File: config.mk
export PLATFORM = sky130hd
export DESIGN_NAME = bce_ctrl
export DESIGN_NICKNAME = d
export VERILOG_FILES = /design/src/rtl/core/bce_pkg.sv /design/src/rtl/core/bce_ctrl.sv
export VERILOG_INCLUDE_DIRS = /design/src /design/src/rtl/core
export SDC_FILE = /design/constraint.sdc
export NUM_CORES = 1
export LEC_CHECK = 0
export BUFFER_PORTS_ARGS = -buffer_cell sky130_fd_sc_hd__buf_2
export CAP_MARGIN = 20
export CORE_MARGIN = 1
export CORE_UTILIZATION = 45
export CTS_BUF_LIST = sky130_fd_sc_hd__clkbuf_16
export DETAILED_ROUTE_END_ITERATION = 16
export GPL_TIMING_DRIVEN = 0
export PLACE_DENSITY = 0.7
export SLEW_MARGIN = 0
export SYNTH_ARGS = -nofsm -noshare
export SYNTH_HDL_FRONTEND = slang
export SYNTH_SLANG_ARGS = --single-unit
File: constraint.sdc
create_clock -name clk -period 2.1 [get_ports clk]
set_input_delay 0.315 -clock clk [delete_from_list [all_inputs] [get_ports clk]]
set_output_delay 0.315 -clock clk [all_outputs]
set_load 0.02 [all_outputs]
File: src/rtl/core/bce_loss_row_reduce_macros.svh
// Assertion macros for the row-reduced cross-entropy loss block.
// Included by the modules that carry concurrent checks; needs no package.
`ifndef BCE_LOSS_ROW_REDUCE_MACROS_SVH
`define BCE_LOSS_ROW_REDUCE_MACROS_SVH

// same-cycle implication
`define BCE_ASSERT_IMPL(name, clock, rstn, ante, cons) \
	name: assert property (@(posedge clock) disable iff (!rstn) (ante) |-> (cons)) \
		else $error("bce: same-cycle check failed");

// next-cycle implication
`define BCE_ASSERT_NEXT(name, clock, rstn, ante, cons) \
	name: assert property (@(posedge clock) disable iff (!rstn) (ante) |=> (cons)) \
		else $error("bce: next-cycle check failed");

`endif

File: src/rtl/core/bce_pkg.sv
// Package for the row-reduced cross-entropy loss block: beat types, command and
// status structs, fixed-point constants and the log table generator.
// No dependencies.
package bce_pkg;

	localparam int DEF_LOG_TABLE_ENTRIES = 1024;
	localparam int DEF_SUM_WIDTH = 48;
	localparam int LOG_W = 24;

	localparam logic [16:0] ONE_Q16 = 17'h10000;
	localparam logic [15:0] PW_RESET = 16'd256;
	localparam logic [47:0] OUT_MAX = 48'h7FFF_FFFF_FFFF;
	localparam logic [63:0] BIG_LIMIT = 64'h0000_0080_0000_0000;

	typedef struct packed {
		logic [16:0] probability;
		logic [16:0] label;
		logic row_last;
	} in_item_t;

	typedef struct packed {
		logic signed [47:0] row_loss;
		logic saturated;
	} out_item_t;

	typedef struct packed {
		logic fill_wr;
		logic take;
		logic norm;
		logic pos;
		logic interp;
		logic nlog;
		logic term;
		logic acc;
		logic sel;
		logic fin_hi;
		logic fin_lo;
		logic fin_wmag;
		logic fin_res;
		logic load_out;
	} cmd_t;

	typedef struct packed {
		logic fill_done;
		logic row_last;
	} stat_t;

	// shift-subtract quotient, elaboration use only
	function automatic logic [63:0] udiv64(logic [63:0] n, logic [63:0] d);
		logic [63:0] q;
		logic [63:0] r;
		q = '0;
		r = '0;
		for (int b = 63; b >= 0; b--) begin
			r = {r[62:0], n[b]};
			if (r >= d) begin
				r = r - d;
				q[b] = 1'b1;
			end
		end
		return q;
	endfunction

	// ln(1 + num/den) in Q0.24 via 2*atanh(f/(2+f)) series in Q0.30
	function automatic logic [23:0] ln1p_q24(logic [63:0] num, logic [63:0] den);
		logic [63:0] y;
		logic [63:0] y2;
		logic [63:0] p;
		logic [63:0] acc;
		logic [63:0] k;
		y = udiv64(num << 30, (den << 1) + num);
		y2 = (y * y) >> 30;
		p = y;
		acc = y;
		k = 64'd3;
		for (int it = 0; it < 64; it++) begin
			if (p != 64'd0) begin
				p = (p * y2) >> 30;
				acc = acc + udiv64(p, k);
				k = k + 64'd2;
			end
		end
		return 24'(((acc << 1) + 64'd32) >> 6);
	endfunction

	localparam logic [23:0] LN2_Q24 = ln1p_q24(64'd1, 64'd1);

endpackage

File: src/rtl/core/bce_ctrl.sv
// Controller for the row-reduced cross-entropy loss block: table fill, two log
// passes per beat, row finish and output register handshake. Uses bce_pkg.
`include "bce_loss_row_reduce_macros.svh"

module bce_ctrl (
	input  logic           clk,
	input  logic           arst_n,
	input  logic           in_valid,
	output logic           in_stall,
	output logic           out_valid,
	input  logic           out_stall,
	input  bce_pkg::stat_t stat,
	output bce_pkg::cmd_t  cmd
);

	typedef enum logic [13:0] {
		S_FILL   = 14'h0001,
		S_IDLE   = 14'h0002,
		S_NORM   = 14'h0004,
		S_POS    = 14'h0008,
		S_READ   = 14'h0010,
		S_INTERP = 14'h0020,
		S_NLOG   = 14'h0040,
		S_TERM   = 14'h0080,
		S_ACC    = 14'h0100,
		S_FIN1   = 14'h0200,
		S_FIN2   = 14'h0400,
		S_FIN3   = 14'h0800,
		S_FIN4   = 14'h1000,
		S_OUT    = 14'h2000
	} state_t;

	state_t state_q, state_d;
	logic sel_q, sel_d;
	logic out_valid_q, out_valid_d;

	always_comb begin
		cmd = '0;
		cmd.sel = sel_q;
		state_d = state_q;
		sel_d = sel_q;
		case (state_q)
			S_FILL: begin
				cmd.fill_wr = 1'b1;
				if (stat.fill_done) begin
					state_d = S_IDLE;
				end
			end
			S_IDLE: begin
				if (in_valid) begin
					cmd.take = 1'b1;
					sel_d = 1'b0;
					state_d = S_NORM;
				end
			end
			S_NORM: begin
				cmd.norm = 1'b1;
				state_d = S_POS;
			end
			S_POS: begin
				cmd.pos = 1'b1;
				state_d = S_READ;
			end
			S_READ: begin
				state_d = S_INTERP;
			end
			S_INTERP: begin
				cmd.interp = 1'b1;
				state_d = S_NLOG;
			end
			S_NLOG: begin
				cmd.nlog = 1'b1;
				state_d = S_TERM;
			end
			S_TERM: begin
				cmd.term = 1'b1;
				state_d = S_ACC;
			end
			S_ACC: begin
				cmd.acc = 1'b1;
				if (!sel_q) begin
					sel_d = 1'b1;
					state_d = S_NORM;
				end else if (stat.row_last) begin
					state_d = S_FIN1;
				end else begin
					state_d = S_IDLE;
				end
			end
			S_FIN1: begin
				cmd.fin_hi = 1'b1;
				state_d = S_FIN2;
			end
			S_FIN2: begin
				cmd.fin_lo = 1'b1;
				state_d = S_FIN3;
			end
			S_FIN3: begin
				cmd.fin_wmag = 1'b1;
				state_d = S_FIN4;
			end
			S_FIN4: begin
				cmd.fin_res = 1'b1;
				state_d = S_OUT;
			end
			S_OUT: begin
				if (!out_valid_q || !out_stall) begin
					cmd.load_out = 1'b1;
					state_d = S_IDLE;
				end
			end
			default: begin
				state_d = S_IDLE;
			end
		endcase
	end

	always_comb begin
		out_valid_d = out_valid_q;
		if (cmd.load_out) begin
			out_valid_d = 1'b1;
		end else if (!out_stall) begin
			out_valid_d = 1'b0;
		end
	end

	always_ff @(posedge clk or negedge arst_n) begin
		if (!arst_n) begin
			state_q <= S_FILL;
			sel_q <= 1'b0;
			out_valid_q <= 1'b0;
		end else begin
			state_q <= state_d;
			sel_q <= sel_d;
			out_valid_q <= out_valid_d;
		end
	end

	assign in_stall = (state_q != S_IDLE);
	assign out_valid = out_valid_q;

	`BCE_ASSERT_NEXT(a_busy_after_accept, clk, arst_n, in_valid && !in_stall, in_stall)
	`BCE_ASSERT_IMPL(a_no_overwrite, clk, arst_n, cmd.load_out, !out_valid || !out_stall)
	`BCE_ASSERT_NEXT(a_drain, clk, arst_n, out_valid && !out_stall && !cmd.load_out, !out_valid)

endmodule

==> flow_summary.toml, run 1 <==
[run_status]
status = "finished with violations"
violations = "setup timing"

[sta]
clock-skew-final_ns = 0.001621
holdWs_ns = 0.1889
fin_ws_ns = -0.3264
relSlewSlack_pct = 62.40
worst_pin_slew_ns = 0.5498
maxSlewViolCount = 0
fin_crit_sh_pct = 115.5
finalHoldViolations = 0
period_minus_slack_ns = 2.426
timing.fmax_ghz = 0.4121
setup_violations = 11
rsz0062_at_grt = "true"

[power]
p_clk_share_pct = 23.9
power_density_nw_per_um2 = 948.6
intPower_w = 0.0009949
combPwrFrac_pct = 51.1
switchingPower_w = 0.0005731
seqPwrFrac_pct = 25.0
p_leak_nw = 0.7565
vdd_drop_max_v = 0.0008285
swShare_pct = 36.55

[grt]
grt_pass1_vias = 988
antenna_found_initial = 0
grt.overflow.total = 0
grt_use_total_pct = 25.50
grt_first_pass_wirelength_um = 4602
grt_start_max_net_pins = 17

[place]
dp_cells = 151
portBuffers = 21
routabilityCongestion = 0.8119
hpwl_um = 1626

[routing]
vias = 1048
drtPass1Iterations = 4
route.met3.wl_um = 126
drt-met1-wl_um = 1335
dr_wl_met2_um = 1720
finalWirelength_um = 3289
top_layer = "met4"
via_per_inst = 5.855
wire_per_inst_um = 18.37
postRouteAntennaNets = 0
drc = 0
initialDrtViolationCount = 24

[floorplanning]
die_w_um = 49.19
io-pin-count = 22
dieHeight_um = 49.19
core-area_um2 = 2022
core.rowCount = 16
dieArea_um2 = 2420
initial_utilization_pct = 49.57

[yosys]
synthesis.nets = 109
ys_seq_elements = 16
yosys_warnings = 0
synth_area_um2 = 1002
synthCells = 103
syn_area_per_cell_um2 = 9.730
yosysSeqAreaShare_pct = 40.07
synth_cell_types = 40

[critical_path]
crit_chain = "or4_4 -> nor4_4 -> buf_4 -> and4b_2 -> buf_6"
startpoint_type = "flip-flop"
slowest_delay_ns = 0.56
cp.arrival_ns = 2.11
crit_start = "state_q[7]$_DFFE_PN0P_"
cp-end-kind = "output pin"
crit_required_ns = 1.78
worstSetupPathType = "flip-flop to output pin"
critPathSlowestCell = "or4_4"
worst-path-max-fanout = 5
reg2reg_from = "state_q[10]$_DFFE_PN0P_"

[cells_and_area]
final_common_cell = "buf_4"
drive_above_1_share_pct = 64.47
fillers = 117
final_cell_mix = "buf_4, buf_2, dfrtp_2"
area.sequential_um2 = 412.9
stdcell_count = 179
area_growth_pct = 64.92
finalNetCount = 159
multi_input_area_um2 = 691.9
diodes = 0

[clock_tree]
cts_tree = "done"
cts_made_buffers = 3
clk_path_buf_depth = 2
cts-root-buf = "clkbuf_16"
clkSlewWorstSetupHoldPaths_ns = 0.05
htree_num_levels = 1
clkLatencyLatePin_ns = 0.25
cts.sinks = 16

[min_path]
hold_start = "stat[1]"
hold_path.class = "primary input to flip-flop"

[run]
maxCapViolCount = 0
[Yosys cell counts (all sizes together)]
| cell type | instances | area (um^2) |
|---|---|---|
| inv | 6 | 22.52 |
| dfstp | 1 | 26.28 |
| buf | 6 | 43.79 |
| o211ai | 1 | 7.510 |
| o21bai | 1 | 7.510 |
| nor2 | 8 | 30.03 |
| or2 | 2 | 12.52 |
| o41ai | 1 | 8.760 |
| or3b | 1 | 8.760 |
| xnor2 | 1 | 8.760 |
| or4 | 5 | 45.04 |
| clkbuf | 3 | 11.26 |
| nand4 | 3 | 18.77 |
| a2111oi | 1 | 8.760 |
| a21o | 1 | 7.510 |
| xor2 | 2 | 17.52 |
| nor4 | 8 | 80.08 |
| nand2b | 2 | 12.51 |
| a221oi | 1 | 8.760 |
| nor2b | 1 | 6.260 |
| and4b | 3 | 33.78 |
| o221ai | 1 | 8.760 |
| nand3 | 1 | 5.000 |
| dfrtp | 15 | 375.4 |
| nand2 | 7 | 26.28 |
| o21ai | 2 | 10.01 |
| nand4b | 2 | 23.77 |
| and3 | 1 | 6.260 |
| nor4b | 2 | 17.52 |
| nor3b | 8 | 60.06 |
| and4 | 2 | 20.02 |
| a21oi | 2 | 10.01 |
| nor3 | 1 | 5.000 |
| a211oi | 1 | 7.510 |
[repair_timing]
item,in CTS,in global routing
cloned,0,0
endpoints found under the hold margin,15,0
hold buffers,1,0
buffers inserted,19,10
pin swaps,11,13
endpoints found under the setup margin,16,15
gates resized for setup,34,24
[critical path: cells and delay by family, from the launching register on]
family,cells,cell delay [ns]
flip-flops,1,0.40
buffers and inverters,2,0.32
AND/OR/NAND/NOR,3,1.14
[per-layer routing]
layer	up-vias	GRT usage (%)
li1	479	-
met1	512	30.26
met2	44	47.26
met3	13	3.427
met4	0	6.863
met5	-	0
[power groups by stage]
stage	clock, W	combinational [W]	sequential [W]
after floorplan	0	0.000348	0.000374
after global placement	0	0.000438	0.000381
final	0.000374	0.000801	0.000392
after detailed placement	0	0.000447	0.000383
after CTS	0.000379	0.000670	0.000394
after global routing	0.000391	0.000862	0.000393
[metrics by stage]
stage	util [%]	setup TNS [ns]	worst slack (ns)	total power [W]	instance area (um^2)
after floorplan	-	-0.2458	-0.1868	0.0007215	1031
after global placement	57.86	-1.225	-0.3294	0.0008197	1170
after detailed placement	57.86	-1.487	-0.3578	0.0008298	1170
after CTS	73.27	-2.426	-0.3292	0.001443	1481
after global routing	81.75	-2.857	-0.3737	0.001646	1653
final	81.75	-2.150	-0.3264	0.001568	1653
[final cells by class]
class | instances | share of cell area, %
Inverter | 6 | 1.363
Timing Repair Buffer | 50 | 23.09
Tap cell | 27 | 2.044
Multi-Input combinational cell | 72 | 41.86
Clock buffer | 3 | 4.542
Sequential cell | 16 | 24.98
Buffer | 4 | 1.893
Clock inverter | 1 | 0.2271
[state kept, by name, summed over array words and instances (netlist names)]
name,cells
state_q,14
sel_q,1
out_valid,1
[path summary, 6_finish.rpt]
check	cells past startpoint	slack (ns)	endpoint
hold / removal	2	0.19	state_q[0]$_DFFE_PN1P_
setup / recovery	5	-0.33	cmd[13]
hold reg to reg	1	0.54	state_q[2]$_DFFE_PN0P_
max in group asynchronous	2	1.26	state_q[0]$_DFFE_PN1P_
min in group asynchronous	2	0.52	out_valid$_DFFE_PN0P_
setup reg to reg	8	-0.05	state_q[1]$_DFFE_PN0P_
[cells by family (layout without fill, tap and decap cells)]
kind of cell              after synthesis  count (layout)  synth area share, %
and+or+nand+nor                        57              57                41.08
DFF                                    16              16                40.08
buffers and inverters                  15              64                7.740
AOI/OAI and AO/OA                      12              12                8.491
xor gates and xnor gates                3               3                2.622
(Power assumes the default switching activity.)
==> inputs of run 2 (changes only) <==
--- a/config.mk
+++ b/config.mk
@@ -9,11 +9,11 @@
 export BUFFER_PORTS_ARGS = -buffer_cell sky130_fd_sc_hd__buf_2
 export CAP_MARGIN = 20
 export CORE_MARGIN = 1
-export CORE_UTILIZATION = 45
+export CORE_UTILIZATION = 47
 export CTS_BUF_LIST = sky130_fd_sc_hd__clkbuf_16
 export DETAILED_ROUTE_END_ITERATION = 16
 export GPL_TIMING_DRIVEN = 0
-export PLACE_DENSITY = 0.7
+export PLACE_DENSITY = 0.72
 export SLEW_MARGIN = 0
 export SYNTH_ARGS = -nofsm -noshare
 export SYNTH_HDL_FRONTEND = slang
==> run 2 against run 1 <==
  * The flow still finishes with violations (setup timing)
  * Die area decreased by 4.1%
  * Via count decreased by 2.5%
  * Non-clock buffer count decreased by 4
  * Critical endpoint is now cmd[12]
==> flow_summary.toml, run 2 (synthesized netlist as in run 1, its figures left out) <==
[routing]
finalWirelength_um = 2881
vias = 1022
drtPass1Iterations = 4
drc = 0
via_per_inst = 5.840
wire_per_inst_um = 16.46
postRouteAntennaNets = 0
initialDrtViolationCount = 19

[sta]
setup_violations = 14
final.setup.tns_ns = -2.842
holdWs_ns = 0.2144
clock-skew-final_ns = 0.002006
finalHoldViolations = 0
timing.fmax_ghz = 0.4114
worst_pin_slew_ns = 0.4641
relSlewSlack_pct = 68.80
maxSlewViolCount = 0
fin_crit_sh_pct = 115.7
fin_ws_ns = -0.3307
rsz0062_at_grt = "true"
period_minus_slack_ns = 2.431

[cells_and_area]
area_growth_pct = 54.81
area.sequential_um2 = 410.4
final_cell_mix = "buf_4, buf_2, buf_6"
largest_reg_flops = 14
multi_input_area_um2 = 626.9
finalNetCount = 155
stdcell_count = 175
diodes = 0
regMostFlops = "state_q"
drive_above_1_share_pct = 56.76
final_common_cell = "buf_4"
fillers = 116

[place]
portBuffers = 21
hpwl_um = 1585
routabilityCongestion = 0.7885
dp_cells = 151

[run]
maxCapViolCount = 0

[power]
combPwrFrac_pct = 51.4
intPower_w = 0.001022
seqPwrFrac_pct = 24.9
swShare_pct = 35.82
p_clk_share_pct = 23.7
power_density_nw_per_um2 = 1027
p_leak_nw = 0.7255
switchingPower_w = 0.0005705
power.total_w = 0.001593
vdd_drop_max_v = 0.0009859

[grt]
grt_pass1_vias = 890
grt_util_met3_pct = 6.667
grt_start_max_net_pins = 17
grt_use_total_pct = 25.29
grt_first_pass_wirelength_um = 3974
grt.overflow.total = 0
top_usage_layer = "met2"
met1_usage_pct = 31.84
antenna_found_initial = 0
use_met2_pct = 41.33

[run_status]
violations = "setup timing"
status = "finished with violations"

[floorplanning]
initial_utilization_pct = 50.57
dieArea_um2 = 2321
die_w_um = 48.18
core.rowCount = 16
core-area_um2 = 1982
dieHeight_um = 48.18
io-pin-count = 22

[critical_path]
startpoint_type = "flip-flop"
reg2reg_from = "state_q[11]$_DFFE_PN0P_"
reg2reg_to = "sel_q$_DFFE_PN0P_"
reg2reg_depth = 7
cp-end-kind = "output pin"
worst-path-max-fanout = 3
worstSetupPathType = "flip-flop to output pin"
cp.arrival_ns = 2.12
crit_required_ns = 1.78
crit_start = "state_q[11]$_DFFE_PN0P_"
r2r_slack_ns = -0.01
cp-endpoint = "cmd[12]"

[clock_tree]
cts.sinks = 16
clkLatencyLatePin_ns = 0.25
cts_tree = "done"
cts_made_buffers = 3
clkSlewWorstSetupHoldPaths_ns = 0.05
htree_num_levels = 1
clk_path_buf_depth = 2
cts-root-buf = "clkbuf_16"

[min_path]
hold_path.class = "primary input to flip-flop"
==> run 2: power by group through the flow <==
stage / sequential [W] / combinational (W) / clock [W]
after detailed placement: 0.000383 / 0.000450 / 0
after global routing: 0.000398 / 0.000874 / 0.000393
after CTS: 0.000389 / 0.000704 / 0.000379
after floorplan: 0.000374 / 0.000348 / 0
after global placement: 0.000381 / 0.000434 / 0
final: 0.000396 / 0.000818 / 0.000378
==> run 2: how the worst min path moves through the flow <==
stage	from	endpoint	slack [ns]	depth (start not counted)
2_1_floorplan	arst_n	out_valid$_DFFE_PN0P_	0.02	0
3_3_place_gp	arst_n	out_valid$_DFFE_PN0P_	0.25	1
3_5_place_dp	arst_n	out_valid$_DFFE_PN0P_	0.25	1
4_1_cts	stat[1]	state_q[0]$_DFFE_PN1P_	0.21	2
5_1_grt	stat[1]	state_q[0]$_DFFE_PN1P_	0.22	2
6_report	stat[1]	state_q[0]$_DFFE_PN1P_	0.21	2
==> run 2: repair_timing <==
| item | CTS | global route |
|---|---|---|
| hold endpoints to repair | 15 | 0 |
| pin swaps | 8 | 7 |
| endpoints found under the setup margin | 15 | 18 |
| gates resized for setup | 33 | 10 |
| setup buffers | 17 | 8 |
| hold buffers | 1 | 0 |
==> run 2: area by class of cell <==
class,instances,share of cell area [%]
Multi-Input combinational cell,72,40.40
Sequential cell,16,26.45
Timing Repair Buffer,46,22.42
Clock buffer,3,4.839
Tap cell,27,2.177
Buffer,4,2.016
Inverter,6,1.452
Clock inverter,1,0.2419
==> run 2: worst max-delay path, cell delays in order (launching register included) <==
cell      delay, ns
dfrtp_2        0.41
or4_4          0.57
nor4_4         0.21
buf_4          0.17
nand4b_4       0.09
or2_4          0.25
inv_2          0.05
buf_6          0.10
==> run 2: per-layer routing <==
layer | vias up | wire length (um)
met4 | 0 | 77
li1 | 478 | -
met1 | 489 | 1173
met5 | - | 0
met3 | 9 | 180
met2 | 46 | 1449
==> run 2: metrics by stage <==
stage	util [%]	worst slack [ns]	area [um^2]
finish	78.28	-0.3307	1551
global route	78.28	-0.4353	1551
CTS	74.31	-0.3132	1473
detailed placement	59.03	-0.3488	1170
global placement	59.03	-0.3106	1170
floorplan	-	-0.1868	1031
==> inputs of run 3 (changes only) <==
--- a/config.mk
+++ b/config.mk
@@ -6,12 +6,12 @@
 export SDC_FILE = /design/constraint.sdc
 export NUM_CORES = 1
 export LEC_CHECK = 0
-export BUFFER_PORTS_ARGS = -buffer_cell sky130_fd_sc_hd__buf_2
 export CAP_MARGIN = 20
 export CORE_MARGIN = 1
-export CORE_UTILIZATION = 47
+export CORE_UTILIZATION = 55
 export CTS_BUF_LIST = sky130_fd_sc_hd__clkbuf_16
 export DETAILED_ROUTE_END_ITERATION = 16
+export DONT_BUFFER_PORTS = 1
 export GPL_TIMING_DRIVEN = 0
 export PLACE_DENSITY = 0.72
 export SLEW_MARGIN = 0
==> run 3 against run 2 <==
  * The run still ends with setup timing left
  * Clock power barely moved
  * Clock skew fell by 0.00090 ns
  * Combinational power rose by 4.5%
  * Non-clock buffer count fell by 10
  * Largest cell class unchanged
  * Global-route usage rose by 1.9 points
  * Sequential power fell by 2%
  * Core utilization rose by 14 points
  * Cell area rose by 1.9%
  * Sequential share of layout area fell by 0.58 points
  * Final cell count fell by 6.9%
  * Highest routed layer unchanged
  * Register-to-register slack got worse by 0.28 ns
==> flow_summary.toml, run 3 (synthesized netlist as in run 1, its figures left out) <==
[critical_path]
worstSetupPathType = "flip-flop to output pin"
r2r_slack_ns = -0.29
crit_start = "state_q[9]$_DFFE_PN0P_"
cp.arrival_ns = 2.14
reg2reg_to = "sel_q$_DFFE_PN0P_"
startpoint_type = "flip-flop"
crit_required_ns = 1.78
reg2reg_from = "state_q[7]$_DFFE_PN0P_"
cp-endpoint = "cmd[0]"
reg2reg_depth = 9
slowest_delay_ns = 0.43
cp_common_cell = "buf_6"
crit_chain = "buf_4 -> buf_6 -> nor4_4 -> nand4_1 -> or3b_4 -> a21oi_2 -> buf_6"
cp-end-kind = "output pin"
worst-path-max-fanout = 3
critPathSlowestCell = "or3b_4"

[grt]
antenna_found_initial = 0
grt.overflow.total = 0
grt_use_total_pct = 27.20
grt_pass1_vias = 851
grt_start_max_net_pins = 17
grt_first_pass_wirelength_um = 3884

[min_path]
hold_path.class = "primary input to flip-flop"

[power]
p_leak_nw = 0.6873
power.total_w = 0.001623
vdd_drop_max_v = 0.0007799
power_density_nw_per_um2 = 1026

[clock_tree]
cts_tree = "done"
clkSlewWorstSetupHoldPaths_ns = 0.05
clk_path_buf_depth = 2
clkLatencyLatePin_ns = 0.25
htree_num_levels = 1
cts.sinks = 16
cts-root-buf = "clkbuf_16"
cts_made_buffers = 3

[routing]
postRouteAntennaNets = 0
wire_per_inst_um = 21.04
vias = 1056
initialDrtViolationCount = 42
drc = 0
drtPass1Iterations = 4
finalWirelength_um = 3430
via_per_inst = 6.479

[place]
routabilityCongestion = 0.7710
hpwl_um = 1412
portBuffers = 0
pre_cts_slack_ns = -0.3325

[floorplanning]
core.rowCount = 15
io-pin-count = 22
initial_utilization_pct = 58.68
die_w_um = 44.69
core-area_um2 = 1708
dieHeight_um = 44.69
dieArea_um2 = 1997

[sta]
holdWs_ns = 0.08911
relSlewSlack_pct = 48.89
rsz0062_at_grt = "true"
timing.fmax_ghz = 0.4070
fin_crit_sh_pct = 117.0
final.setup.tns_ns = -3.308
period_minus_slack_ns = 2.457
maxSlewViolCount = 0
fin_ws_ns = -0.3570
setup_violations = 16
worst_pin_slew_ns = 0.7641
clock-skew-final_ns = 0.001107
finalHoldViolations = 0

[cells_and_area]
fillers = 61
finalNetCount = 145
multi_input_area_um2 = 699.4
diodes = 0
largest_reg_flops = 14
final_common_cell = "buf_4"
regMostFlops = "state_q"
drive_above_1_share_pct = 57.97
fin_util_pct = 92.60
area.sequential_um2 = 409.1
final_cell_mix = "buf_4, buf_6, dfrtp_1"
area_growth_pct = 57.80

[run_status]
status = "finished with violations"
violations = "setup timing"

[run]
maxCapViolCount = 0
-- run 3: cell types whose count changed in the layout (fill, tap and decap cells not counted), moves of 2 or more --
cell	previous run	this run
buf_2	12	0
nand2_1	7	5
nor3b_1	6	4
nor3b_2	2	0
nor3b_4	0	4
-- run 3: metrics by stage --
stage	cell area (um^2)	cells
finish	1582	163
global route	1582	163
CTS	1375	148
detailed placement	1062	128
global placement	1062	128
floorplan	1031	103
-- run 3: worst min path at each step --
| stage | start | to | slack, ns | cells past startpoint |
|---|---|---|---|---|
| floorplan | arst_n | out_valid$_DFFE_PN0P_ | 0.02 | 0 |
| global route | stat[1] | state_q[0]$_DFFE_PN1P_ | 0.09 | 1 |
| global placement | arst_n | state_q[8]$_DFFE_PN0P_ | 0.02 | 0 |
| CTS | stat[1] | state_q[0]$_DFFE_PN1P_ | 0.09 | 1 |
| detailed placement | arst_n | state_q[8]$_DFFE_PN0P_ | 0.02 | 0 |
| finish | stat[1] | state_q[0]$_DFFE_PN1P_ | 0.09 | 1 |
-- run 3: area by class of cell --
cell class	instances	share of cell area, %
multi-input cells	72	44.22
flip-flops and latches	16	25.87
repair buffers	35	18.67
clock buffers	3	4.747
plain buffers	5	2.690
well taps	25	1.978
inverters	6	1.582
clock inverters	1	0.2373
-- run 3: where the power goes --
| group | switching, W | internal, W | total [W] |
|---|---|---|---|
| Sequential | 0.0000518 | 0.000338 | 0.000390 |
| Combinational | 0.000434 | 0.000421 | 0.000855 |
| Clock | 0.000125 | 0.000253 | 0.000378 |
| Total | 0.000611 | 0.00101 | 0.00162 |
-- run 3: worst max-delay path: cells and delay by family (launching register included) --
kind	cells	cell delay (ns)
flops	1	0.42
buf+inv	3	0.38
simple gates	3	0.95
compound gates	1	0.13
-- run 3: what timing repair did --
| action | in CTS | in global routing |
|---|---|---|
| hold buffers | 1 | 0 |
| setup buffers | 23 | 17 |
| endpoints found under the hold margin | 16 | 0 |
| resized for setup | 30 | 21 |
| endpoints found under the setup margin | 17 | 17 |
| pin swaps | 11 | 18 |
-- run 3: layer usage --
metal  up-vias  track usage [%]  routed length, um
li1        452                -                  -
met1       518            33.67               1339
met2        67            44.71               1705
met3        19            5.306                227
met4         0            13.94                159
met5         -                0                  0
